## config.mk

```make
export PLATFORM = sky130hd
export DESIGN_NAME = hltp_out_buf
export DESIGN_NICKNAME = d
export VERILOG_FILES = /design/src/hw/rtl/hltp_pkg.sv /design/src/hw/rtl/hltp_out_buf.sv
export SDC_FILE = /design/constraint.sdc
export NUM_CORES = 1
export LEC_CHECK = 0
export BUFFER_PORTS_ARGS = -buffer_cell sky130_fd_sc_hd__buf_2
export CAP_MARGIN = 20
export CELL_PAD_IN_SITES_DETAIL_PLACEMENT = 2
export CELL_PAD_IN_SITES_GLOBAL_PLACEMENT = 2
export CORE_ASPECT_RATIO = 0.8
export CORE_MARGIN = 1.5
export CORE_UTILIZATION = 38
export DETAILED_ROUTE_END_ITERATION = 8
export PLACE_DENSITY = 0.85
export SLEW_MARGIN = 0
export SYNTH_ARGS = -nofsm -noshare
export SYNTH_HDL_FRONTEND = slang
export SYNTH_SLANG_ARGS = --single-unit
```

## constraint.sdc

```tcl
create_clock -name clk -period 3.1 [get_ports clk]
set_input_delay 0.465 -clock clk [delete_from_list [all_inputs] [get_ports clk]]
set_output_delay 0.465 -clock clk [all_outputs]
set_load 0.02 [all_outputs]
```

## src/hw/rtl/hltp_pkg.sv

```systemverilog
// Shared types and constants for the two-point Hough line block.
// Holds the fixed-point formats, the CORDIC angle table and the pipeline control struct.
// No dependencies.
`default_nettype none

package hltp_pkg;

  localparam int PRESCALE = 20;
  localparam int ANG_Q    = 30;
  localparam int KINV_Q   = 24;
  localparam int KINV_W   = 24;
  localparam logic [KINV_W-1:0] KINV = 24'd10188014;

  localparam int Z_W     = 34;
  localparam int ANGLE_W = 16;
  localparam int DIST_W  = 18;

  localparam longint HALF_PI_Q30 = 64'sd1686629713;
  localparam longint PI_Q30      = 64'sd3373259426;

  typedef struct packed {
    logic valid;
    logic horiz;
    logic pos;
    logic same;
  } hltp_ctl_t;

  function automatic logic signed [Z_W-1:0] atan_q30(input int idx);
    logic signed [Z_W-1:0] val;
    case (idx)
      0:       val = 34'sd843314857;
      1:       val = 34'sd497837829;
      2:       val = 34'sd263043837;
      3:       val = 34'sd133525159;
      4:       val = 34'sd67021687;
      5:       val = 34'sd33543516;
      6:       val = 34'sd16775851;
      7:       val = 34'sd8388437;
      8:       val = 34'sd4194283;
      9:       val = 34'sd2097149;
      default: val = (idx > ANG_Q) ? '0 : Z_W'(64'd1 << (ANG_Q - idx));
    endcase
    return val;
  endfunction

endpackage

`default_nettype wire

```

## src/hw/rtl/hltp_out_buf.sv

```systemverilog
// Output register with a skid entry; its full flag freezes the pipeline.
// Uses hltp_pkg for the result widths.
`default_nettype none

module hltp_out_buf (
  input  wire                                   clk,
  input  wire                                   rst,
  input  wire                                   push,
  input  wire signed [hltp_pkg::ANGLE_W-1:0]    push_angle,
  input  wire signed [hltp_pkg::DIST_W-1:0]     push_distance,
  input  wire                                   push_same,
  output logic                                  full,
  output logic                                  out_valid,
  input  wire                                   out_stall,
  output logic signed [hltp_pkg::ANGLE_W-1:0]   line_angle,
  output logic signed [hltp_pkg::DIST_W-1:0]    line_distance,
  output logic                                  same_point
);

  logic signed [hltp_pkg::ANGLE_W-1:0] skid_angle;
  logic signed [hltp_pkg::DIST_W-1:0]  skid_distance;
  logic                                skid_same;
  logic                                out_free;

  assign out_free = !out_valid || !out_stall;

  always_ff @(posedge clk) begin
    if (rst) begin
      out_valid <= 1'b0;
      full      <= 1'b0;
    end else if (out_free) begin
      if (full) begin
        out_valid <= 1'b1;
        full      <= 1'b0;
      end else begin
        out_valid <= push;
      end
    end else if (push) begin
      full <= 1'b1;
    end
  end

  always_ff @(posedge clk) begin
    if (out_free) begin
      if (full) begin
        line_angle    <= skid_angle;
        line_distance <= skid_distance;
        same_point    <= skid_same;
      end else if (push) begin
        line_angle    <= push_angle;
        line_distance <= push_distance;
        same_point    <= push_same;
      end
    end else if (push) begin
      skid_angle    <= push_angle;
      skid_distance <= push_distance;
      skid_same     <= push_same;
    end
  end

endmodule

`default_nettype wire

```

Yosys cells after proc, flatten, opt, wreduce, memory -nomap -nowiden:

Index checks and enable logic that the tools add are counted.

* logic and storage cells: 23
* bits in registers: 72

* bitwise operators: 1
* multiplexer cells: 7
* reduce and logical (&&, ||, !) cells: 7

Operator list (number)
* 18-bit 2-to-1 mux: 2
* 16-bit 2-to-1 mux: 2
* 2-bit AND reduction: 2
* 1-bit 2-to-1 mux: 3
* 1-bit logical NOT: 2
* 2-bit nonzero test: 1
* 2-bit OR reduction: 1
* 1-bit logical OR: 1
* 1-bit inverter: 1

Logic depth before layout (Yosys ltp):

* word-level depth: 4
* gate-level depth with buffers: 4
* mapped depth without buffers: 2

Worst setup path after synthesis:

OpenSTA, ideal clock, no wires.

* path kind: register -> register
* start: register full
* end: register line_angle[0] (netlist name) (enable)
* clock period less this slack: 3016 ps
* arrival time: 2578 ps
* setup time: 439 ps
* required time: 2661 ps
* buffers on the path: 2
* cell stages (with the launch flop): 5
* path slack: 84 ps
* cell sequence: dfxtp_1 > buf_6 > buf_12 > nor2_1 > a21oi_1

* longest elaborated chain between the ends: 2

Ends and longest elaborated chain
* start, declared: RTL line hltp_out_buf.sv:12 `output logic full,`
* start signal, assigned: RTL line hltp_out_buf.sv:30 `full <= 1'b0;`
* start signal, assigned: RTL line hltp_out_buf.sv:34 `full <= 1'b0;`
* start signal, assigned: RTL line hltp_out_buf.sv:39 `full <= 1'b1;`
* 2-bit nonzero test (no line)
* 2-bit AND reduction (no line)
* end signal, assigned: RTL line hltp_out_buf.sv:46 `line_angle <= skid_angle;`
* end signal, assigned: RTL line hltp_out_buf.sv:50 `line_angle <= push_angle;`
* end, declared: RTL line hltp_out_buf.sv:15 `output logic signed [hltp_pkg::ANGLE_W-1:0] line_angle,`

Every way passes these cells.
A chain may end at the register's enable or synchronous reset.

Worst setup path in the final report:

* start: register full
* end: output full

No word-level cell between the ends.

==> results.yml <==
clock_network:
  cts.sinks: 72
  clkTransAtPathRegs_ns: 0.07
  cts_setup_buffers: 0
  root_buffer: "clkbuf_8"
  cts_resized: 0
  numCtsBuffers: 9
  htreeDepth: 3
  cts_tree: "yes"
  cts_buffer_depth: 2
  clkLatencyLatePin_ns: 0.34
  cts_hold_buf: 0
global_routing:
  antenna_found_initial: 0
  grt_max_degree: 37
  overflow: 0
  track_usage: 0.160
  grt_pass1_wl_um: 8830
  first_global_vias: 1549
status:
  status: "complete, no violations"
routing:
  vias: 1396
  drt_wl_total_um: 5710
  wire_per_inst_um: 19.5
  routed_via_density: 4.76
  postRouteAntennaNets: 0
  drtPass1Iterations: 6
  drt_iter0_drc: 50
  drc_errors: 0
sta:
  post-route-period-util: 0.629
  max_freq_ghz: 0.513
  slew_headroom: 0.444
  final-setup-viol-count: 0
  finalHoldViolCount: 0
  period_needed_ns: 1.95
  drv_slew: 0
  worstMarginPinSlew_ns: 0.834
  rsz0062_at_grt: "no"
  setup_tns_ns: 0
  fin_worst_skew_ns: 0.00502
  setup_slack_ns: 1.15
hold_path:
  min_to: "out_valid"
  hold_depth: 2
  hold_class: "in -> reg"
  hp-start: "rst"
yosys:
  synth_top_family_by_area: "multiplexers"
  synthXorXnorAreaFrac: 0
  syn_area_um2: 2750
  synthMuxAreaShare: 0.183
  ys_seq_area_frac: 0.780
  synth_compound_area_frac: 0.00365
  synth_warnings: 0
  ys_types: 11
  synth-adder-area-share: 0
  syn_area_per_cell_um2: 23.5
  synth_cells: 117
  synth_seq_cells: 72
  yosys.area.top_type: "edfxtp_1"
  yosys.area_share.simple: 0.00684
  ys_top_cells_by_area: "edfxtp_1 77%, mux2_4 16%, mux2_2 2.5%"
  yosysTopAreaCellShare: 0.766
  syn_nets: 156
placement:
  gp_congestion: 0.691
  postPlaceCellArea_um2: 3190
  portBuffers: 75
  hpwlAfterDp_um: 3960
  preCtsSetupSlack_ns: 1.28
finish:
  mostFrequentLayoutCell: "buf_2"
  design_area_um2: 3420
  register_area_um2: 2140
  antennaDiodeCount: 0
  layout_common_cells: "75 x buf_2, 70 x edfxtp_1, 29 x mux2_4, 9 x clkbuf_8, 6 x mux2_2"
  nets: 240
  drive_above_1_share: 0.626
  area_delta_synth_final_pct: 24.6
  multi_input_area_um2: 544
  fill_cells: 631
floorplan:
  num_io_pins: 76
  die_area_um2: 7750
  core-area_um2: 6930
  die_h_um: 79.0
  die_w_um: 98.0
  rows: 27
  start_util: 0.396
worst_setup_path:
  reg2reg_depth: 3
  timing.critical_path.cells: "buf_4 -> buf_2"
  crit_type: "reg -> out"
  crit_path_end_kind: "output port"
  slowest_stage: "buf_4"
  r2r_start: "full"
  crit_path_start_kind: "register"
  arrival_ns: 1.48
  crit_fanout: 36
  crit_required_ns: 2.63
  rrSetupSlack_ns: 1.51
  r2r-end: "line_angle[1]"
  slowest_delay_ns: 0.51
run:
  cap_violations: 0
power_and_ir_drop:
  power.leakage_nw: 1.33
  power_density_nw_per_um2: 636
  max-vdd-ir-drop_uv: 259
  p_total_mw: 2.18
[state kept, by name (all words and copies together), names as in the netlist]
name / cells
same_point: 1
skid_angle: 16
full: 1
line_distance: 18
line_angle: 16
skid_distance: 18
skid_same: 1
out_valid: 1
[cell families (layout without fill, tap and decap cells)]
group	count (synthesis)	after routing
AO/OA/AOI/OAI	2	2
buffers and inverters	4	93
flip-flops	72	72
AND/OR/NAND/NOR	4	4
multiplexers	35	35
[layout make-up]
| class | count | area share |
|---|---|---|
| clock buffer | 9 | 0.0362 |
| timing repair buffer | 77 | 0.114 |
| clock inverter | 7 | 0.0322 |
| sequential | 72 | 0.627 |
| multi-input combinational | 41 | 0.159 |
| tap | 87 | 0.0318 |
[through the flow]
stage,std cells,utilization,hold WS (ns)
2_1_floorplan,117,-,0.523
3_3_place_gp,277,0.460,0.507
4_1_cts,293,0.494,0.275
3_5_place_dp,277,0.460,0.540
5_1_grt,293,0.494,0.290
6_report,293,0.494,0.295
[metal layers]
metal	up-vias	global-route usage	routed length [um]
li1	629	-	-
met1	709	0.164	2140
met2	53	0.293	3070
met3	5	0.0739	432
met4	0	0.0471	59
met5	-	0	0
[synth_stat cells]
cell / number
nor2_1: 1
mux2_2: 6
dfxtp_1: 2
nor3_1: 1
buf_12: 3
a21oi_1: 2
and3_1: 1
edfxtp_1: 70
mux2_4: 29
buf_6: 1
nand2_1: 1
[critical path: cells and delay by family, from the launching register on]
family / cells / cell delay (ns)
flops: 1 / 0.33
buf+inv: 2 / 0.79
[power by group]
| part | switching [mW] | leakage, nW | internal [mW] |
|---|---|---|---|
| logic | 0.104 | 0.543 | 0.0764 |
| clock network | 0.336 | 0.114 | 0.527 |
| registers | 0.0131 | 0.675 | 1.12 |
[worst max path at each step]
stage                     startpoint               end  slack [ns]  cells after the start
after floorplan                 full     line_angle[0]        0.08                      4
after global placement          push  line_distance[0]        1.31                      4
after detailed placement        push  line_distance[7]        1.28                      4
after CTS                       full              full        1.11                      2
after global routing            full              full        1.07                      2
final                           full              full        1.15                      2
Note: power is estimated with default switching activity, not from simulation.
