**src/hw/rtl/hltp_pkg.sv**
```systemverilog
// Shared types and constants for the two-point Hough line block.
// Holds the fixed-point formats, the CORDIC angle table and the pipeline control struct.
// No dependencies.
`default_nettype none

package hltp_pkg;

  localparam int PRESCALE = 20;
  localparam int ANG_Q    = 30;
  localparam int KINV_Q   = 24;
  localparam int KINV_W   = 24;
  localparam logic [KINV_W-1:0] KINV = 24'd10188014;

  localparam int Z_W     = 34;
  localparam int ANGLE_W = 16;
  localparam int DIST_W  = 18;

  localparam longint HALF_PI_Q30 = 64'sd1686629713;
  localparam longint PI_Q30      = 64'sd3373259426;

  typedef struct packed {
    logic valid;
    logic horiz;
    logic pos;
    logic same;
  } hltp_ctl_t;

  function automatic logic signed [Z_W-1:0] atan_q30(input int idx);
    logic signed [Z_W-1:0] val;
    case (idx)
      0:       val = 34'sd843314857;
      1:       val = 34'sd497837829;
      2:       val = 34'sd263043837;
      3:       val = 34'sd133525159;
      4:       val = 34'sd67021687;
      5:       val = 34'sd33543516;
      6:       val = 34'sd16775851;
      7:       val = 34'sd8388437;
      8:       val = 34'sd4194283;
      9:       val = 34'sd2097149;
      default: val = (idx > ANG_Q) ? '0 : Z_W'(64'd1 << (ANG_Q - idx));
    endcase
    return val;
  endfunction

endpackage

`default_nettype wire

```
**src/hw/rtl/hltp_cordic_stage.sv**
```systemverilog
// One registered CORDIC vectoring micro-rotation, with the point rotated alongside.
// Uses hltp_pkg for the angle table and control struct.
`default_nettype none

module hltp_cordic_stage #(
  parameter int CB    = 12,
  parameter int FW    = 35,
  parameter int STAGE = 0
) (
  input  wire                               clk,
  input  wire                               rst,
  input  wire                               en,
  input  wire hltp_pkg::hltp_ctl_t          ctl_in,
  input  wire signed [FW-1:0]               vx_in,
  input  wire signed [FW-1:0]               vy_in,
  input  wire signed [FW-1:0]               px_in,
  input  wire signed [FW-1:0]               py_in,
  input  wire signed [hltp_pkg::Z_W-1:0]    z_in,
  input  wire        [CB-1:0]               x1_in,
  output hltp_pkg::hltp_ctl_t               ctl,
  output logic signed [FW-1:0]              vx,
  output logic signed [FW-1:0]              vy,
  output logic signed [FW-1:0]              px,
  output logic signed [FW-1:0]              py,
  output logic signed [hltp_pkg::Z_W-1:0]   z,
  output logic       [CB-1:0]               x1
);

  localparam logic signed [hltp_pkg::Z_W-1:0] ATAN = hltp_pkg::atan_q30(STAGE);

  logic                 d_plus;
  logic signed [FW-1:0] dvx;
  logic signed [FW-1:0] dvy;
  logic signed [FW-1:0] dpx;
  logic signed [FW-1:0] dpy;

  always_comb begin
    d_plus = (vy_in > 0);
    dvx    = vy_in >>> STAGE;
    dvy    = vx_in >>> STAGE;
    dpx    = py_in >>> STAGE;
    dpy    = px_in >>> STAGE;
  end

  always_ff @(posedge clk) begin
    if (rst) begin
      ctl <= '0;
    end else if (en) begin
      ctl <= ctl_in;
    end
  end

  always_ff @(posedge clk) begin
    if (en) begin
      vx <= d_plus ? vx_in + dvx : vx_in - dvx;
      vy <= d_plus ? vy_in - dvy : vy_in + dvy;
      px <= d_plus ? px_in + dpx : px_in - dpx;
      py <= d_plus ? py_in - dpy : py_in + dpy;
      z  <= d_plus ? z_in + ATAN : z_in - ATAN;
      x1 <= x1_in;
    end
  end

endmodule

`default_nettype wire

```
**config.mk**
```make
export PLATFORM = sky130hd
export DESIGN_NAME = hltp_cordic_stage
export DESIGN_NICKNAME = d
export VERILOG_FILES = /design/src/hw/rtl/hltp_pkg.sv /design/src/hw/rtl/hltp_cordic_stage.sv
export SDC_FILE = /design/constraint.sdc
export NUM_CORES = 1
export LEC_CHECK = 0
export ABC_AREA = 0
export BUFFER_PORTS_ARGS = -buffer_cell sky130_fd_sc_hd__buf_2
export CAP_MARGIN = 20
export CORE_MARGIN = 5
export CORE_UTILIZATION = 40
export DETAILED_ROUTE_END_ITERATION = 12
export PLACE_DENSITY_LB_ADDON = 0.05
export REMOVE_ABC_BUFFERS = 1
export SLEW_MARGIN = 15
export SYNTH_ARGS = -nofsm -noshare
export SYNTH_HDL_FRONTEND = slang
export SYNTH_SLANG_ARGS = --single-unit
```
**constraint.sdc**
```tcl
create_clock -name clk -period 12.36 [get_ports clk]
set_input_delay 1.854 -clock clk [delete_from_list [all_inputs] [get_ports clk]]
set_output_delay 1.854 -clock clk [all_outputs]
set_load 0.03 [all_outputs]
```
== Word level (Yosys, flattened, before mapping) ==
Index checks and enable logic that the tools add are counted.

* Add/sub/neg operators: 8
* $lt $le $gt $ge: 1
* Muxes and demuxes: 5

{| class="wikitable"
|+ Operators with widths
! operator !! number
|-
| 35-bit two-way mux || 4
|-
| 35-bit subtractor || 4
|-
| 35-bit adder || 2
|-
| 35-bit by 1-bit greater-than comparator with 1-bit output (second input constant) || 1
|-
| 34-bit by 31-bit adder with 34-bit output (second input constant) || 1
|-
| 34-bit two-way mux || 1
|-
| 34-bit by 31-bit subtractor with 34-bit output (second input constant) || 1
|}

* Logic and storage cells: 24
* Output and inout port bits: 190
* Register bits: 190
* Input bits: 193

== Longest topological paths before layout ==
* Depth after elaboration: 2
* Mapped depth: 20
* Depth with buffers taken out: 16

== Worst setup path before layout ==
Ideal clock, no wire load.

* Path type: in2reg
* Start: input port vy_in[11]
* End: register z[30] in the netlist's numbering, data pin
* Path buffers: 4
* Data arrival time: 6.146 ns
* Stages: 20
* Data required time: 12.099 ns
* Path slack: 5.953 ns
* Cell sequence: nor4_1 nand4_1 nor3_1 or2_2 clkbuf_1 inv_1 clkbuf_1 clkbuf_1 buf_1 ha_1 o21a_1 o31a_1 o31ai_2 a211oi_1 o41ai_2 o21ai_1 a41oi_1 o31a_2 nor3_1 a311o_1

* Cells in the longest elaborated chain, start to end: 2

{| class="wikitable"
|+ Ends and longest elaborated chain
! what !! line !! text
|-
| from (decl) || hltp_cordic_stage.sv:15 || <nowiki>input wire signed [FW-1:0] vy_in,</nowiki>
|-
| 35-bit by 1-bit greater-than comparator with 1-bit output || hltp_cordic_stage.sv:38 || <nowiki>d_plus = (vy_in > 0);</nowiki>
|-
| 34-bit two-way mux || hltp_cordic_stage.sv:59 || <nowiki>z <= d_plus ? z_in + ATAN : z_in - ATAN;</nowiki>
|-
| to (signal assigned) || hltp_cordic_stage.sv:59 ||
|-
| to (decl) || hltp_cordic_stage.sv:25 || <nowiki>output logic signed [hltp_pkg::Z_W-1:0] z,</nowiki>
|}

Every way passes these cells.
A chain may end at the register's enable or synchronous reset.

== Worst setup path after layout ==
* Start: input port vy_in[27]
* End: register z[30] in the netlist's numbering, data pin

The elaborated chain is that of the path after synthesis.

==> results.txt <==
----------------------------------------------------
[Drt]
  Count of unresolved DRC violations after routing ... 0
  Routed len/inst ... 21.2 um
  Pre-Repair DR Iteration Count ... 5
  Vias ... 18000
  Vias per cell ... 5.64
  Total Wirelength ... 67500 um
  Remaining antenna violation count after routing ... 0
  Number of design-rule violations left by the first detailed-router iteration ... 1345

[Synth]
  Ranking of synthesized cells by area ... sky130_fd_sc_hd__edfxtp_1 29%, sky130_fd_sc_hd__ha_1 15%, sky130_fd_sc_hd__a21oi_1 7.0%, sky130_fd_sc_hd__xnor2_1 6.5%, sky130_fd_sc_hd__inv_1 4.1%
  FFs w/ async S/R, synth ... 0
  Sequential cell area fraction in the yosys report ... 0.293
  Post-Syn Instances ... 2243
  Flip-flop cell with the highest count after synthesis ... sky130_fd_sc_hd__edfxtp_1
  Yosys top cell area share ... 0.289
  Syn_area_per_cell ... 8.53 sq um
  Register bit count reported by yosys ... 188
  Mapped cell area ... 19100 sq um
  Synth unique cells ... 90
  Warnings from Yosys ... 0
  Count of flip-flops with a built-in enable after synthesis ... 184
  Library cell occupying the most area in the post-synthesis netlist ... sky130_fd_sc_hd__edfxtp_1

[Timing]
  Post-route minimum period ... 6.97 ns
  RSZ-0062 raised after global routing ... no
  Number of setup violations in the final report ... 0
  Slew @ Worst Pin ... 1.07 ns
  Final Hold Viols ... 0
  Portion of the clock cycle consumed by the worst path in the final layout ... 0.564
  Relative slew margins ... 0.279
  Slack of the critical path ... 5.39 ns
  Pins over their slew limit ... 0
  Total Negative Setup Slacks ... 0 ns
  Worst Skew ... 0 ns
  Achievable clock frequency ... 143 MHz

[Power and ir drop]
  PnR Total Power ... 2.60 mW
  Leakage power ... 9.93 nW
  Maximum ir drop on the vdd rail ... 0.0817 mV
  P per Cell Area ... 117 nW/um^2

[Clock network]
  H-tree depth ... 4
  Quantity of hold-fixing buffers added after cts ... 0
  Number of sinks on the clock net ... 188
  Number of buffers between clock root and the deepest sink ... 2
  Worst skew pair latency ... 0.51 ns
  Clock buffer count from CTS ... 17
  CTS tree ... done
  Post-CTS sizing ... 0
  Clock edge transition at the registers on the reported setup and hold paths ... 0.08 ns
  Buffer type at the clock tree root ... sky130_fd_sc_hd__clkbuf_16
  Setup fix buffers added after clock tree synthesis ... 0

[Die]
  Die Ht ... 229 um
  Row cnt ... 80
  Area of the core region ... 47500 sq um
  Starting density of the core ... 0.403
  Die Outline Area ... 52300 sq um
  Horiz. Die Dim ... 229 um
  I/O pins ... 383

[Critical path]
  Setup crit start ... vy_in[27]
  Data arrival at the endpoint of the critical path ... 7.22 ns
  Source of the worst register-to-register timing path ... ctl[0]$_SDFFE_PP0P_
  Critical Setup Path Class ... in -> reg
  Endpoint of the worst-slack reg-to-reg timing path ... ctl[0]$_SDFFE_PP0P_
  Count of cell instances traversed by the critical path ... 18
  Reg2reg setup slack ... 11.76 ns
  Required time at the endpoint of the critical path ... 12.62 ns
  Largest delay share family, worst path ... compound AO/OA/AOI/OAI gates
  Maximum fanout encountered on the critical timing path ... 55
  Buffer and inverter count on the worst path ... 3
  Peak per-stage delay on the critical path ... 0.92 ns
  Worst-path cell chain ... buf_2, nor4_1, nand4_1, nor3_1, or2_4, inv_4, buf_4, ha_1, o21a_1, o31a_1, o31ai_2, a211oi_1, o41ai_2, o21ai_1, a41oi_1, o31a_2, nor3_1, a311o_1
  R2r worst-path depth ... 2
  Type of destination of the critical path ... register
  Endpoint of the worst setup timing path ... z[30]$_DFFE_PP_
  Most Frequent Cell on Critical Path ... sky130_fd_sc_hd__nor3_1
  Startpoint types ... input port
  Slowest cell on the critical path ... sky130_fd_sc_hd__nor4_1

[Cells and area]
  Final cell count without fillers ... 3188
  Share of cells above drive strength 1 ... 0.179
  Filler cells ... 4732
  Footprint of the multi-input gates ... 12300 sq um
  Area growth from synthesis to layout ... 15.6%
  Total Nets Final ... 2989
  Sequential standard cell area ... 5610 sq um

[Placed design]
  DPL Wire Length ... 54400 um
  Number of input and output port buffers inserted ... 382
  Weighted congestion reported at the end of routability-driven placement ... 0.949
  Worst slack at placement ... 4.90 ns
  Number of placed instances with taps included ... 3149

[Status]
  Outcome ... finished, final reports clean

[Worst hold path]
  Kind of path behind the tightest hold check ... reg -> reg

[Global routing]
  Global-route wire length before repair ... 103000 um
  Initial antenna violation count ... 11
  Number of global-route vias before repair ... 17900
  Overflow left after global routing ... 0
  Largest net degree at the start of global routing ... 74
  Aggregate global-route resource usage ... 0.249

[Flow run]
  Number of max-capacitance violations reported ... 0

----------------------------------------------------
[sequential cells by signal, indices dropped and copies added, names as in the netlist]
| name | count |
|---|---|
| z | 34 |
| vy | 34 |
| py | 35 |
| px | 34 |
| vx | 35 |
| x1 | 12 |
| ctl | 4 |
[layer usage]
metal / wire [um] / up-vias / track usage
li1: - / 8682 / -
met1: 29200 / 8604 / 0.320
met2: 31900 / 589 / 0.415
met3: 3820 / 111 / 0.0484
met4: 2550 / 6 / 0.0991
met5: 44 / - / 0
[per-stage QoR]
step                       util  hold slack, ns  cell area (sq um)
after global routing      0.465           0.532              22100
after detailed placement  0.452           0.481              21500
after floorplan               -           0.630              18700
final                     0.465           0.493              22100
after global placement    0.452           0.471              21500
after CTS                 0.465           0.501              22100
[cell families (layout without fill, tap and decap cells)]
family	after synthesis	after routing	share of synthesized area
AOI/OAI and AO/OA	767	767	0.260
xor gates and xnor gates	164	164	0.0750
adders and majority gates	243	243	0.162
buffers and inverters	316	639	0.0638
DFF	188	188	0.293
muxes	32	32	0.0168
other	0	7	0
and+or+nand+nor	533	533	0.130
[worst register-to-register path: stages (launching register included)]
cell,delay (ns)
sky130_fd_sc_hd__dfxtp_1,0.33
sky130_fd_sc_hd__mux2i_1,0.13
sky130_fd_sc_hd__nor2_1,0.05
[final cells by class]
type | count | area share
flip-flops and latches | 188 | 0.253
multi-input cells | 1739 | 0.557
inverters | 218 | 0.0371
well taps | 615 | 0.0348
clock buffers | 17 | 0.0192
diodes | 7 | 0.000792
clock inverters | 15 | 0.00882
repair buffers | 389 | 0.0892
[Yosys cell counts, types with 9 or more instances]
cell type,number
sky130_fd_sc_hd__a211oi_1,19
sky130_fd_sc_hd__xnor2_1,141
sky130_fd_sc_hd__nand2_1,112
sky130_fd_sc_hd__edfxtp_1,184
sky130_fd_sc_hd__inv_1,208
sky130_fd_sc_hd__o21ai_0,140
sky130_fd_sc_hd__clkbuf_1,67
sky130_fd_sc_hd__nor3_1,36
sky130_fd_sc_hd__o31ai_1,16
sky130_fd_sc_hd__ha_1,236
sky130_fd_sc_hd__a21boi_0,9
sky130_fd_sc_hd__mux2i_1,31
sky130_fd_sc_hd__nor4_1,24
sky130_fd_sc_hd__or3_1,11
sky130_fd_sc_hd__a21o_1,69
sky130_fd_sc_hd__a211o_1,9
sky130_fd_sc_hd__buf_2,10
sky130_fd_sc_hd__a31oi_1,13
sky130_fd_sc_hd__and2_1,12
sky130_fd_sc_hd__nand3_1,33
sky130_fd_sc_hd__o211ai_1,18
sky130_fd_sc_hd__nand4_1,25
sky130_fd_sc_hd__xor2_1,23
sky130_fd_sc_hd__nor2_1,200
sky130_fd_sc_hd__and3_1,10
sky130_fd_sc_hd__buf_1,16
sky130_fd_sc_hd__nand2b_1,20
sky130_fd_sc_hd__nor2b_1,30
sky130_fd_sc_hd__o21ai_1,21
sky130_fd_sc_hd__a21oi_1,267
sky130_fd_sc_hd__o21a_1,24
sky130_fd_sc_hd__o21bai_1,60
[power by group]
group          switching (mW)  total [mW]  internal (mW)
clock network           0.306       0.599          0.293
registers              0.0328       0.872          0.839
logic                   0.758        1.13          0.369
[worst min-delay path by stage]
stage / from / end / cells past startpoint
finish: ctl[3]$_SDFFE_PP0P_ / ctl[3]$_SDFFE_PP0P_ / 2
global route: ctl[3]$_SDFFE_PP0P_ / ctl[3]$_SDFFE_PP0P_ / 2
global placement: ctl[1]$_SDFFE_PP0P_ / ctl[1]$_SDFFE_PP0P_ / 2
CTS: ctl[3]$_SDFFE_PP0P_ / ctl[3]$_SDFFE_PP0P_ / 2
floorplan: ctl[0]$_SDFFE_PP0P_ / ctl[0]$_SDFFE_PP0P_ / 2
detailed placement: ctl[3]$_SDFFE_PP0P_ / ctl[3]$_SDFFE_PP0P_ / 2
[placed cells by master (no fill, tap or decap), types with 31 or more instances in the layout]
master,Yosys,layout
sky130_fd_sc_hd__a21oi_1,267,267
sky130_fd_sc_hd__nor2_1,200,200
sky130_fd_sc_hd__a21o_1,69,69
sky130_fd_sc_hd__o21bai_1,60,60
sky130_fd_sc_hd__buf_2,10,381
sky130_fd_sc_hd__o21ai_0,140,140
sky130_fd_sc_hd__mux2i_1,31,31
sky130_fd_sc_hd__ha_1,236,236
sky130_fd_sc_hd__edfxtp_1,184,184
sky130_fd_sc_hd__nand3_1,33,33
sky130_fd_sc_hd__nor3_1,36,36
sky130_fd_sc_hd__nand2_1,112,112
sky130_fd_sc_hd__inv_1,208,207
sky130_fd_sc_hd__xnor2_1,141,141
Power figures use the tool's default switching activity.
