<file path="src/hw/rtl/hltp_pkg.sv">
// Shared types and constants for the two-point Hough line block.
// Holds the fixed-point formats, the CORDIC angle table and the pipeline control struct.
// No dependencies.
`default_nettype none

package hltp_pkg;

  localparam int PRESCALE = 20;
  localparam int ANG_Q    = 30;
  localparam int KINV_Q   = 24;
  localparam int KINV_W   = 24;
  localparam logic [KINV_W-1:0] KINV = 24'd10188014;

  localparam int Z_W     = 34;
  localparam int ANGLE_W = 16;
  localparam int DIST_W  = 18;

  localparam longint HALF_PI_Q30 = 64'sd1686629713;
  localparam longint PI_Q30      = 64'sd3373259426;

  typedef struct packed {
    logic valid;
    logic horiz;
    logic pos;
    logic same;
  } hltp_ctl_t;

  function automatic logic signed [Z_W-1:0] atan_q30(input int idx);
    logic signed [Z_W-1:0] val;
    case (idx)
      0:       val = 34'sd843314857;
      1:       val = 34'sd497837829;
      2:       val = 34'sd263043837;
      3:       val = 34'sd133525159;
      4:       val = 34'sd67021687;
      5:       val = 34'sd33543516;
      6:       val = 34'sd16775851;
      7:       val = 34'sd8388437;
      8:       val = 34'sd4194283;
      9:       val = 34'sd2097149;
      default: val = (idx > ANG_Q) ? '0 : Z_W'(64'd1 << (ANG_Q - idx));
    endcase
    return val;
  endfunction

endpackage

`default_nettype wire

</file>
<file path="src/hw/rtl/hltp_post.sv">
// Two output stages: gain-correction partial products and angle rounding, then
// product sum, rounding, special-case selection and saturation. Uses hltp_pkg.
`default_nettype none

module hltp_post #(
  parameter int CB  = 12,
  parameter int FW  = 35,
  parameter int AFB = 13,
  parameter int DFB = 4
) (
  input  wire                                   clk,
  input  wire                                   rst,
  input  wire                                   en,
  input  wire hltp_pkg::hltp_ctl_t              ctl_in,
  input  wire signed [FW-1:0]                   px_in,
  input  wire signed [hltp_pkg::Z_W-1:0]        z_in,
  input  wire        [CB-1:0]                   x1_in,
  output hltp_pkg::hltp_ctl_t                   ctl,
  output logic signed [hltp_pkg::ANGLE_W-1:0]   line_angle,
  output logic signed [hltp_pkg::DIST_W-1:0]    line_distance,
  output logic                                  same_point
);

  localparam int ZW   = hltp_pkg::Z_W;
  localparam int PS   = hltp_pkg::PRESCALE;
  localparam int KW   = hltp_pkg::KINV_W;
  localparam int SA   = hltp_pkg::ANG_Q - AFB;
  localparam int SD   = PS + hltp_pkg::KINV_Q - DFB;
  localparam int HI_W = FW - PS;
  localparam int PW   = FW + KW + 1;

  localparam longint HALF_A = 64'sd1 <<< (SA - 1);
  localparam longint HALF_D = 64'sd1 <<< (SD - 1);
  localparam longint PI_QL  = (hltp_pkg::PI_Q30 + HALF_A) >>> SA;

  localparam logic signed [ZW-1:0] PI_Q  = ZW'(PI_QL);
  localparam logic signed [ZW-1:0] A_HI  = ZW'(2 ** (hltp_pkg::ANGLE_W - 1) - 1);
  localparam logic signed [ZW-1:0] A_LO  = -A_HI - ZW'(1);
  localparam logic signed [PW-1:0] D_HI  = PW'(2 ** (hltp_pkg::DIST_W - 1) - 1);
  localparam logic signed [PW-1:0] D_LO  = -D_HI - PW'(1);

  // stage A
  logic signed [ZW-1:0]         z_b;
  logic signed [ZW-1:0]         z_r;
  logic signed [ZW-1:0]         z_c;
  logic        [PS+KW-1:0]      pl_next;
  logic signed [HI_W+KW:0]      ph_next;
  hltp_pkg::hltp_ctl_t          ctl_a;
  logic        [PS+KW-1:0]      pl;
  logic signed [HI_W+KW:0]      ph;
  logic signed [ZW-1:0]         ang_a;
  logic        [CB-1:0]         x1_a;

  // stage B
  logic signed [PW-1:0]         v_b;
  logic signed [PW-1:0]         r_d;
  logic signed [PW-1:0]         base;
  logic signed [PW-1:0]         dist_pre;
  logic signed [ZW-1:0]         ang_pre;
  logic signed [ZW-1:0]         ang_sat;
  logic signed [PW-1:0]         dist_sat;

  always_comb begin
    // round half away from zero: add half, less one when negative, then floor
    z_b = z_in + ZW'(HALF_A) - ZW'(z_in[ZW-1]);
    z_r = z_b >>> SA;
    if (z_r > PI_Q) begin
      z_c = PI_Q;
    end else if (z_r < -PI_Q) begin
      z_c = -PI_Q;
    end else begin
      z_c = z_r;
    end
    pl_next = px_in[PS-1:0] * hltp_pkg::KINV;
    ph_next = $signed(px_in[FW-1:PS]) * $signed({1'b0, hltp_pkg::KINV});
  end

  always_ff @(posedge clk) begin
    if (rst) begin
      ctl_a <= '0;
    end else if (en) begin
      ctl_a <= ctl_in;
    end
  end

  always_ff @(posedge clk) begin
    if (en) begin
      pl    <= pl_next;
      ph    <= ph_next;
      ang_a <= z_c;
      x1_a  <= x1_in;
    end
  end

  always_comb begin
    v_b  = (PW'(ph) <<< PS) + PW'(pl) + PW'(HALF_D) - PW'(ph[HI_W+KW]);
    r_d  = v_b >>> SD;
    base = PW'(x1_a) <<< DFB;
    if (ctl_a.horiz) begin
      dist_pre = ctl_a.pos ? base : -base;
      ang_pre  = ctl_a.pos ? '0 : PI_Q;
    end else begin
      dist_pre = r_d;
      ang_pre  = ang_a;
    end
    if (dist_pre > D_HI) begin
      dist_sat = D_HI;
    end else if (dist_pre < D_LO) begin
      dist_sat = D_LO;
    end else begin
      dist_sat = dist_pre;
    end
    if (ang_pre > A_HI) begin
      ang_sat = A_HI;
    end else if (ang_pre < A_LO) begin
      ang_sat = A_LO;
    end else begin
      ang_sat = ang_pre;
    end
  end

  always_ff @(posedge clk) begin
    if (rst) begin
      ctl <= '0;
    end else if (en) begin
      ctl <= ctl_a;
    end
  end

  always_ff @(posedge clk) begin
    if (en) begin
      line_angle    <= ang_sat[hltp_pkg::ANGLE_W-1:0];
      line_distance <= dist_sat[hltp_pkg::DIST_W-1:0];
      same_point    <= ctl_a.same;
    end
  end

endmodule

`default_nettype wire

</file>
<file path="config.mk">
export PLATFORM = sky130hd
export DESIGN_NAME = hltp_post
export DESIGN_NICKNAME = d
export VERILOG_FILES = /design/src/hw/rtl/hltp_pkg.sv /design/src/hw/rtl/hltp_post.sv
export SDC_FILE = /design/constraint.sdc
export NUM_CORES = 1
export LEC_CHECK = 0
export BUFFER_PORTS_ARGS = -buffer_cell sky130_fd_sc_hd__buf_4
export CAP_MARGIN = 20
export CORE_ASPECT_RATIO = 0.9
export CORE_MARGIN = 2
export CORE_UTILIZATION = 65
export CTS_CLUSTER_DIAMETER = 30
export DETAILED_ROUTE_END_ITERATION = 6
export GPL_ROUTABILITY_DRIVEN = 0
export PLACE_DENSITY = 0.87
export RECOVER_POWER = 100
export SLEW_MARGIN = 10
export SYNTH_ARGS = -nofsm -noshare
export SYNTH_HDL_FRONTEND = slang
export SYNTH_SLANG_ARGS = --single-unit
</file>
<file path="constraint.sdc">
create_clock -name clk -period 7.6 [get_ports clk]
set_input_delay 0.38 -clock clk [delete_from_list [all_inputs] [get_ports clk]]
set_output_delay 0.38 -clock clk [all_outputs]
set_load 0.01 [all_outputs]
</file>
## After elaboration in Yosys (flattened, before gate mapping)

Index checks and enable logic that the tools add are counted.

| word-level totals | value |
|---|---|
| register bits after elaboration | 171 |
| input port bits | 88 |
| output and inout bits | 39 |

| operators by class | value |
|---|---|
| $add $sub $neg | 6 |
| $mul | 2 |
| order comparisons | 6 |
| mux-type cells | 7 |
| reductions and logical operators | 1 |

Operators by type and width:

| operator | count |
|---|---|
| $mux W60 | 2 |
| $mux W34 | 2 |
| $add A60 B40 Y60 const B | 1 |
| $add A60 B44 Y60 | 1 |
| $gt A60 B18 Y1 const B | 1 |
| $lt A60 B18 Y1 const B | 1 |
| $neg A16 Y60 | 1 |
| $sub A60 B1 Y60 | 1 |
| $mul A20 B23 Y43 const B | 1 |
| $mul A15 B24 Y39 const B | 1 |
| $add A34 B17 Y34 const B | 1 |
| $gt A34 B16 Y1 const B | 1 |
| $lt A34 B16 Y1 const B | 1 |
| $sub A34 B1 Y34 | 1 |
| $mux W18 | 1 |
| $gt A17 B16 Y1 const B | 1 |
| $lt A17 B16 Y1 const B | 1 |
| $mux W16 | 1 |
| $mux W15 | 1 |
| $reduce_or A2 Y1 | 1 |

## Depth between registers and ports, before layout

Gate-level depths: netlist (run 1).

| logic depth | value |
|---|---|
| word-level depth | 6 |
| mapped depth | 26 |
| gate-level depth less buffers | 25 |

## Least setup slack after synthesis (run 1)

No wires, ideal clock.

| timing path | value |
|---|---|
| path kind | input port to flip-flop |
| start point | input px_in[9] |
| end point | register pl[40], data pin |
| library setup time | 0.262 ns |
| data arrival time | 6.519 ns |
| setup slack | 0.818 ns |
| cell stages on the path | 25 |
| path buffers | 0 |
| path through | inv_1 > ha_1 > inv_1 > fa_1 > fa_1 > inv_1 > fa_1 > inv_1 > fa_1 > fa_1 > inv_1 > fa_1 > inv_1 > ha_1 > o21a_1 > o2111ai_1 > a21boi_0 > and3_1 > a221o_1 > o31ai_1 > o31ai_1 > a31oi_1 > o21ba_2 > o21bai_1 > xor2_1 |

| between the ends | value |
|---|---|
| longest elaborated chain between the ends | 1 |

Ends and longest elaborated chain:

| what | line | source |
|---|---|---|
| start: declaration | hltp_post.sv:15 | `input wire signed [FW-1:0] px_in,` |
| $mul A20 B23 Y43 | hltp_post.sv:74 | `pl_next = px_in[PS-1:0] * hltp_pkg::KINV;` |
| net pl_next[40] | hltp_post.sv:46 | `logic [PS+KW-1:0] pl_next;` |
| end signal: assignment | hltp_post.sv:88 | `pl <= pl_next;` |
| end: declaration | hltp_post.sv:49 | `logic [PS+KW-1:0] pl;` |

The timed path passes the listed nets, and every way through them passes these cells.
A chain may end at the register's enable or synchronous reset.

## Worst setup path in the final report (run 1)

| timing path | value |
|---|---|
| start point | input px_in[2] |
| end point | register pl[36], data pin |

Same word-level chain as after synthesis.

==> summary.md, run 1 <==
| Metric | Value |
|---|---|
| Root buf cell | `clkbuf_16` |
| First-pass GRT wire length | `105000 um` |
| CTS clock-pin slew for the worst setup and hold paths | `0.06 ns` |
| Hold Path Class | `in2reg` |
| Final hold violation count | `0` |
| Max stage delay cell, worst path | `fa_1` |
| Total Nets Final | `3724` |
| Ys flop type | `edfxtp_1` |
| Synthesized area per cell | `9.83 sq um` |
| Post-synthesis adder-cell area fraction | `49.8%` |
| Initial drt markers | `1531` |
| Max clock buf depth | `2` |
| Yosys reg bits | `154` |
| Fmax | `0.141 GHz` |
| P&R area growth vs syn | `7.42%` |
| Detail Route Antenna Nets | `0` |
| Layout cell share with drive strength beyond 1 | `4.71%` |
| Most frequent cells in the layout | `inv_1, ha_1, fa_1` |
| Final setup viols | `0` |
| Drt total wl | `63100 um` |
| Vias per std cell | `6.01` |
| Most frequent CP cell | `fa_1` |
| Core box area | `39600 sq um` |
| Worst setup SP type | `input port` |
| Crit Path Max Fanout | `7` |
| Die outline height | `194 um` |
| Number of remaining DRC errors | `0` |
| Initial Util | `66.1%` |
| Ys Warns | `0` |
| Post-CTS Setup Bufs | `0` |
| Largest family of logic cells by synthesized area | `adder cells` |
| XOR/XNOR Fraction of Synth Area | `3.61%` |
| Port Buffers | `126` |
| Register area share after synthesis | `17.3%` |
| Failing checks | `capacitance limit, slew limit` |
| Pin count of the biggest net entering global routing | `85` |
| Post-DP HPWL | `53700 um` |
| Critical Path Sink Type | `flip-flop` |
| Vias in the first global route | `21600` |
| Mapped Nets | `3599` |
| Die X | `216 um` |
| GRT overflow | `0` |
| RSZ-0062 raised after global routing | `false` |
| Fin Setup TNS | `0 ns` |
| Cell Rows | `69` |
| Cts repair resizes | `0` |
| Worst path required time | `7.80 ns` |
| Post-synthesis mux area share | `0.621%` |
| Cell variety after synth | `79` |
| CP arrival | `7.28 ns` |
| I/O pins | `127` |
| DIE AREA | `41900 sq um` |
| TritonCTS clock tree | `done` |
| CTS Buf Count | `17` |
| Worst Skew | `0.00871 ns` |
| Max Cap Viol | `4` |
| Compound-gate portion of the synthesized area | `11.4%` |
| Kind of critical path | `in2reg` |
| Fin crit period | `7.08 ns` |
| Cell area after synthesis | `26200 sq um` |
| Ant diodes | `0` |
| Clk Latency, worst-skew pair | `0.45 ns` |
| CP delay by family, top | `adder cells` |
| Worst-margin pin slew | `4.46 ns` |
| Via count | `20100` |
| Clock Sinks | `154` |
| Final Cycle Share | `93.2%` |
| Worst rel slew slack | `-197%` |
| Initial antenna violation count | `0` |
| Post-synth EDFFs | `146` |
| Drt first pass iters | `5` |
| CP max stage delay | `0.56 ns` |
| Post-synth ARST share | `0%` |
| CTS Hold Bufs | `0` |
| Wire per inst | `18.9 um` |
| Simple-gate share of the synthesized area | `7.06%` |
| Crit path buffers/inverters | `6` |
| Fin. max-slew vios | `218` |
| Synth Instances | `2666` |
| Status | `complete, but fails checks` |
| Post-layout util | `71.0%` |
| Most common cell after layout, fill and taps aside | `inv_1` |
| H-tree depth | `4` |
| Gr usage total | `31.2%` |
==> routing by layer <==
layer / wire, um / track usage (%)
met1: 24400 / 38.7
met2: 30800 / 54.0
met3: 5500 / 5.92
met4: 2350 / 12.4
met5: 0 / 0
==> final cells by class <==
cell class / count / area (sq um)
Multi-Input combinational cell: 1810 / 19000
Clock inverter: 8 / 77.6
Clock buffer: 24 / 526
Fill cell: 2611 / 11500
Sequential cell: 154 / 4540
Timing Repair Buffer: 130 / 790
Inverter: 678 / 2540
Tap cell: 532 / 666
==> cell usage after synthesis (5+ instances only) <==
cell / n / area (sq um)
a211oi_1: 15 / 113
a21o_1: 58 / 435
a21oi_1: 158 / 791
a221oi_1: 5 / 43.8
a31oi_1: 16 / 100
and2_1: 8 / 50.1
and3_1: 13 / 81.3
and4_1: 5 / 43.8
clkbuf_1: 17 / 63.8
dfxtp_1: 8 / 160
edfxtp_1: 146 / 4380
fa_1: 331 / 6630
ha_1: 514 / 6430
inv_1: 678 / 2540
mux2i_1: 14 / 140
nand2_1: 91 / 342
nand2b_1: 23 / 144
nand3_1: 40 / 200
nand4_1: 12 / 75.1
nor2_1: 91 / 342
nor2b_1: 16 / 100
nor3_1: 23 / 115
nor3b_1: 6 / 45.0
nor4_1: 10 / 62.6
o2111ai_1: 5 / 43.8
o211ai_1: 8 / 60.1
o21a_1: 22 / 165
o21ai_0: 94 / 470
o21bai_1: 18 / 135
o31ai_1: 13 / 97.6
or2_2: 10 / 62.6
or3_1: 8 / 50.1
xnor2_1: 72 / 631
xor2_1: 36 / 315
==> worst paths after layout <==
path / slack (ns) / startpoint / end / depth (start not counted)
hold / removal: 0.13 / x1_in[4] / x1_a[4]$_DFFE_PP_ / 1
hold reg to reg: 0.48 / ctl_a[0]$_SDFFE_PP0P_ / same_point$_DFFE_PP_ / 0
setup reg to reg: 2.29 / pl[34]$_DFFE_PP_ / line_distance[4]$_SDFFCE_PN1P_ / 16
setup / recovery: 0.52 / px_in[2] / pl[36]$_DFFE_PP_ / 25
==> cells by family (layout without fill, tap and decap cells) <==
group,Yosys count,after routing
AO/OA/AOI/OAI,469,469
XOR/XNOR,108,108
adder cells (fa/ha/maj),845,845
buffers and inverters,702,840
flip-flops,154,154
multiplexers,16,16
AND/OR/NAND/NOR,372,372
==> worst reg2reg max path: stages, from the launching register on <==
cell      delay (ns)
edfxtp_1        0.36
inv_1           0.07
ha_1            0.27
inv_1           0.05
ha_1            0.30
ha_1            0.41
a211oi_1        0.37
o22ai_1         0.14
a2111o_1        0.42
a211oi_1        0.34
a21oi_1         0.19
a221oi_1        0.75
o21ai_0         0.24
xor2_1          0.21
o21ai_0         0.18
o311a_1         0.48
o21ai_0         0.23
==> sequential cells by signal, indices dropped and copies added, names as in the netlist <==
name           count
x1_a              12
line_distance     18
pl                43
ctl                4
line_angle        16
ctl_a              4
same_point         1
ph                39
ang_a             17
==> stage by stage <==
step	area (sq um)	cells	worst slack [ns]	hold WS [ns]
after global placement	27700	3304	0.454	0.445
after global routing	28100	3336	0.255	0.118
final	28100	3336	0.518	0.126
after CTS	28300	3336	0.749	0.0948
after floorplan	26200	2666	0.818	0.429
after detailed placement	27700	3304	0.305	0.468
Power of run 1 is not shown: default switching activity piles up to over one toggle a cycle in this logic, so the estimate is an artifact.
==> inputs of run 2 (changes only) <==
CORE_UTILIZATION = 59   (was 65)
PLACE_DENSITY = 0.83   (was 0.87)
clock period = 5.9 ns   (was 7.6 ns; I/O delays follow)
==> run 2 against run 1 <==
Net effect: the flow finishes with violations (capacitance limit, slew limit, setup timing); clock skew rose by 0.0097 ns; setup slack worse by 1.1 ns; wire length up 25%; final area increased by 11%; critical path depth is 5 lower; die area grew 10%; register-to-register slack worse by 1.5 ns; sequential share of layout area down 1.6 points; global-route usage is 1.5 points higher; via count increased by 12%; first-iteration DRC count increased by 57%; final cell count is 12% higher.
==> summary.md, run 2 (synthesized netlist as in run 1, its figures left out) <==
| Metric | Value |
|---|---|
| Most common cell after layout, fill and taps aside | `inv_1` |
| Hold Path Class | `in2reg` |
| Cell count after placement | `3666 (+11%)` |
| Biggest register | `pl` |
| Fin. max-slew vios | `175 (-20%)` |
| Crit path buffers/inverters | `4 (-2)` |
| TritonCTS clock tree | `done` |
| Final setup viols | `24 (+24)` |
| Worst-margin pin slew | `4.24 ns (-0.214 ns)` |
| Max Cap Viol | `3 (-1)` |
| Initial drt markers | `2397 (+57%)` |
| Layout fillers | `2819 (+8.0%)` |
| I/O pins | `127 (unchanged)` |
| Worst setup SP type | `input port` |
| Detail Route Antenna Nets | `0 (unchanged)` |
| Initial antenna violation count | `0 (unchanged)` |
| Via count | `22500 (+12%)` |
| H-tree depth | `4 (unchanged)` |
| Pin count of the biggest net entering global routing | `80 (-5.9%)` |
| Final hold violation count | `0 (unchanged)` |
| Cell Rows | `73 (+5.8%)` |
| Drt total wl | `78700 um (+25%)` |
| Clock Sinks | `154 (unchanged)` |
| Ant diodes | `0 (unchanged)` |
| P&R area growth vs syn | `19.6%` |
| Worst-path cell chain | `buf_4, buf_4, ha_1, inv_1, fa_1, fa_1, inv_1, fa_1, fa_1, fa_1, fa_1, ha_1, and3_1, a221o_1, o31ai_4, o31ai_4, a31oi_4, o21ba_4, o21bai_4, xor2_1` |
| RSZ-0062 raised after global routing | `true` |
| Port Buffers | `126 (unchanged)` |
| GRT overflow | `0 (unchanged)` |
| First-pass GRT wire length | `118000 um (+13%)` |
| Post-layout worst setup margin | `-0.558 ns (-1.08 ns)` |
| Number of remaining DRC errors | `0 (unchanged)` |
| Vias per std cell | `6.05 (+0.56%)` |
| Max clock buf depth | `2 (unchanged)` |
| Initial Util | `59.5% (-6.6 points)` |
| Crit Path Max Fanout | `4 (-3)` |
| Register area | `4540 sq um (unchanged)` |
| Most frequent CP cell | `fa_1` |
| Vias in the first global route | `23500 (+9.0%)` |
| CTS clock-pin slew for the worst setup and hold paths | `0.07 ns (about the same)` |
| Largest registers | `pl (43), ph (39), line_distance (18)` |
| Fin crit period | `6.46 ns` |
| Drt first pass iters | `7 (+2)` |
| CP delay by family, top | `adder cells` |
| Failing checks | `capacitance limit, slew limit, setup timing` |
| Post-DP HPWL | `58900 um (+9.7%)` |
| Wire per inst | `21.1 um (+12%)` |
| Max reg flops | `43 (unchanged)` |
| Root buf cell | `clkbuf_16` |
| DIE AREA | `46100 sq um (+10%)` |
| Layout cell share with drive strength beyond 1 | `18.3% (+14 points)` |
| Clk Latency, worst-skew pair | `0.46 ns (about the same)` |
| Fmax | `0.155 GHz` |
| CP arrival | `6.66 ns (-0.62 ns)` |
| Final Cycle Share | `109%` |
| Most frequent cells in the layout | `inv_1, ha_1, buf_4` |
| CTS Buf Count | `17 (unchanged)` |
| Critical Path Sink Type | `flip-flop` |
| Worst Skew | `0.0184 ns (+0.00971 ns)` |
| Die outline height | `204 um (+4.9%)` |
| Gr usage total | `32.8% (+1.5 points)` |
| Finished Layout Cells | `3721 (+12%)` |
| Area of the multi-input gates | `19700 sq um (+3.7%)` |
| Status | `complete, but fails checks` |
| Worst path required time | `6.10 ns (-1.70 ns)` |
| Core box area | `44000 sq um (+11%)` |
| Kind of critical path | `in2reg` |
| Worst rel slew slack | `-183% (+14 points)` |
| Die X | `226 um (+4.9%)` |
| Max stage delay cell, worst path | `fa_1` |
| Total Nets Final | `4041 (+8.5%)` |
| CP max stage delay | `0.71 ns (+0.15 ns)` |
## run 2: final cells by class
type / instances / area share, %
Inverter: 678 / 8.13
Sequential cell: 154 / 14.5
Clock inverter: 12 / 0.328
Multi-Input combinational cell: 1810 / 62.9
Clock buffer: 20 / 1.49
Tap cell: 600 / 2.40
Timing Repair Buffer: 447 / 10.2
## run 2: layer usage
metal	GRT usage, %	vias up	part of all wire [%]
met1	39.0	10700	36
met3	6.74	517	10
met2	56.3	1540	47
li1	-	9701	-
met4	16.8	0	7.2
met5	0	-	0
## run 2: repair_timing
| item | in CTS | in global routing |
|---|---|---|
| hold endpoints to repair | 2 | 0 |
| hold buffers | 2 | 0 |
| buffers inserted | 10 | 13 |
| pin swaps | 35 | 48 |
| resized for setup | 62 | 83 |
| setup endpoints to repair | 17 | 23 |
## run 2: worst paths after layout
| check | depth (start not counted) | startpoint | to | slack [ns] |
|---|---|---|---|---|
| min | 1 | x1_in[6] | x1_a[6]$_DFFE_PP_ | 0.03 |
| max reg2reg | 17 | pl[33]$_DFFE_PP_ | line_distance[4]$_SDFFCE_PN1P_ | 0.76 |
| min reg2reg | 0 | ctl_a[0]$_SDFFE_PP0P_ | same_point$_DFFE_PP_ | 0.48 |
| max | 20 | px_in[6] | pl[40]$_DFFE_PP_ | -0.56 |
## run 2: stage by stage
step           util, %  hold slack [ns]  worst slack [ns]  TNS (ns)  area [sq um]
6_report          71.2           0.0319            -0.558     -7.47         31300
5_1_grt           71.2           0.0245            -0.690    -12.02         31300
4_1_cts           70.7          0.00353            -0.177    -0.620         31100
3_5_place_dp      68.5            0.453            -0.777    -13.12         30200
3_3_place_gp      68.5            0.435            -0.612     -8.64         30200
2_1_floorplan        -            0.394            -0.315     -1.07         26300
Power of run 2 is left out for the same reason.
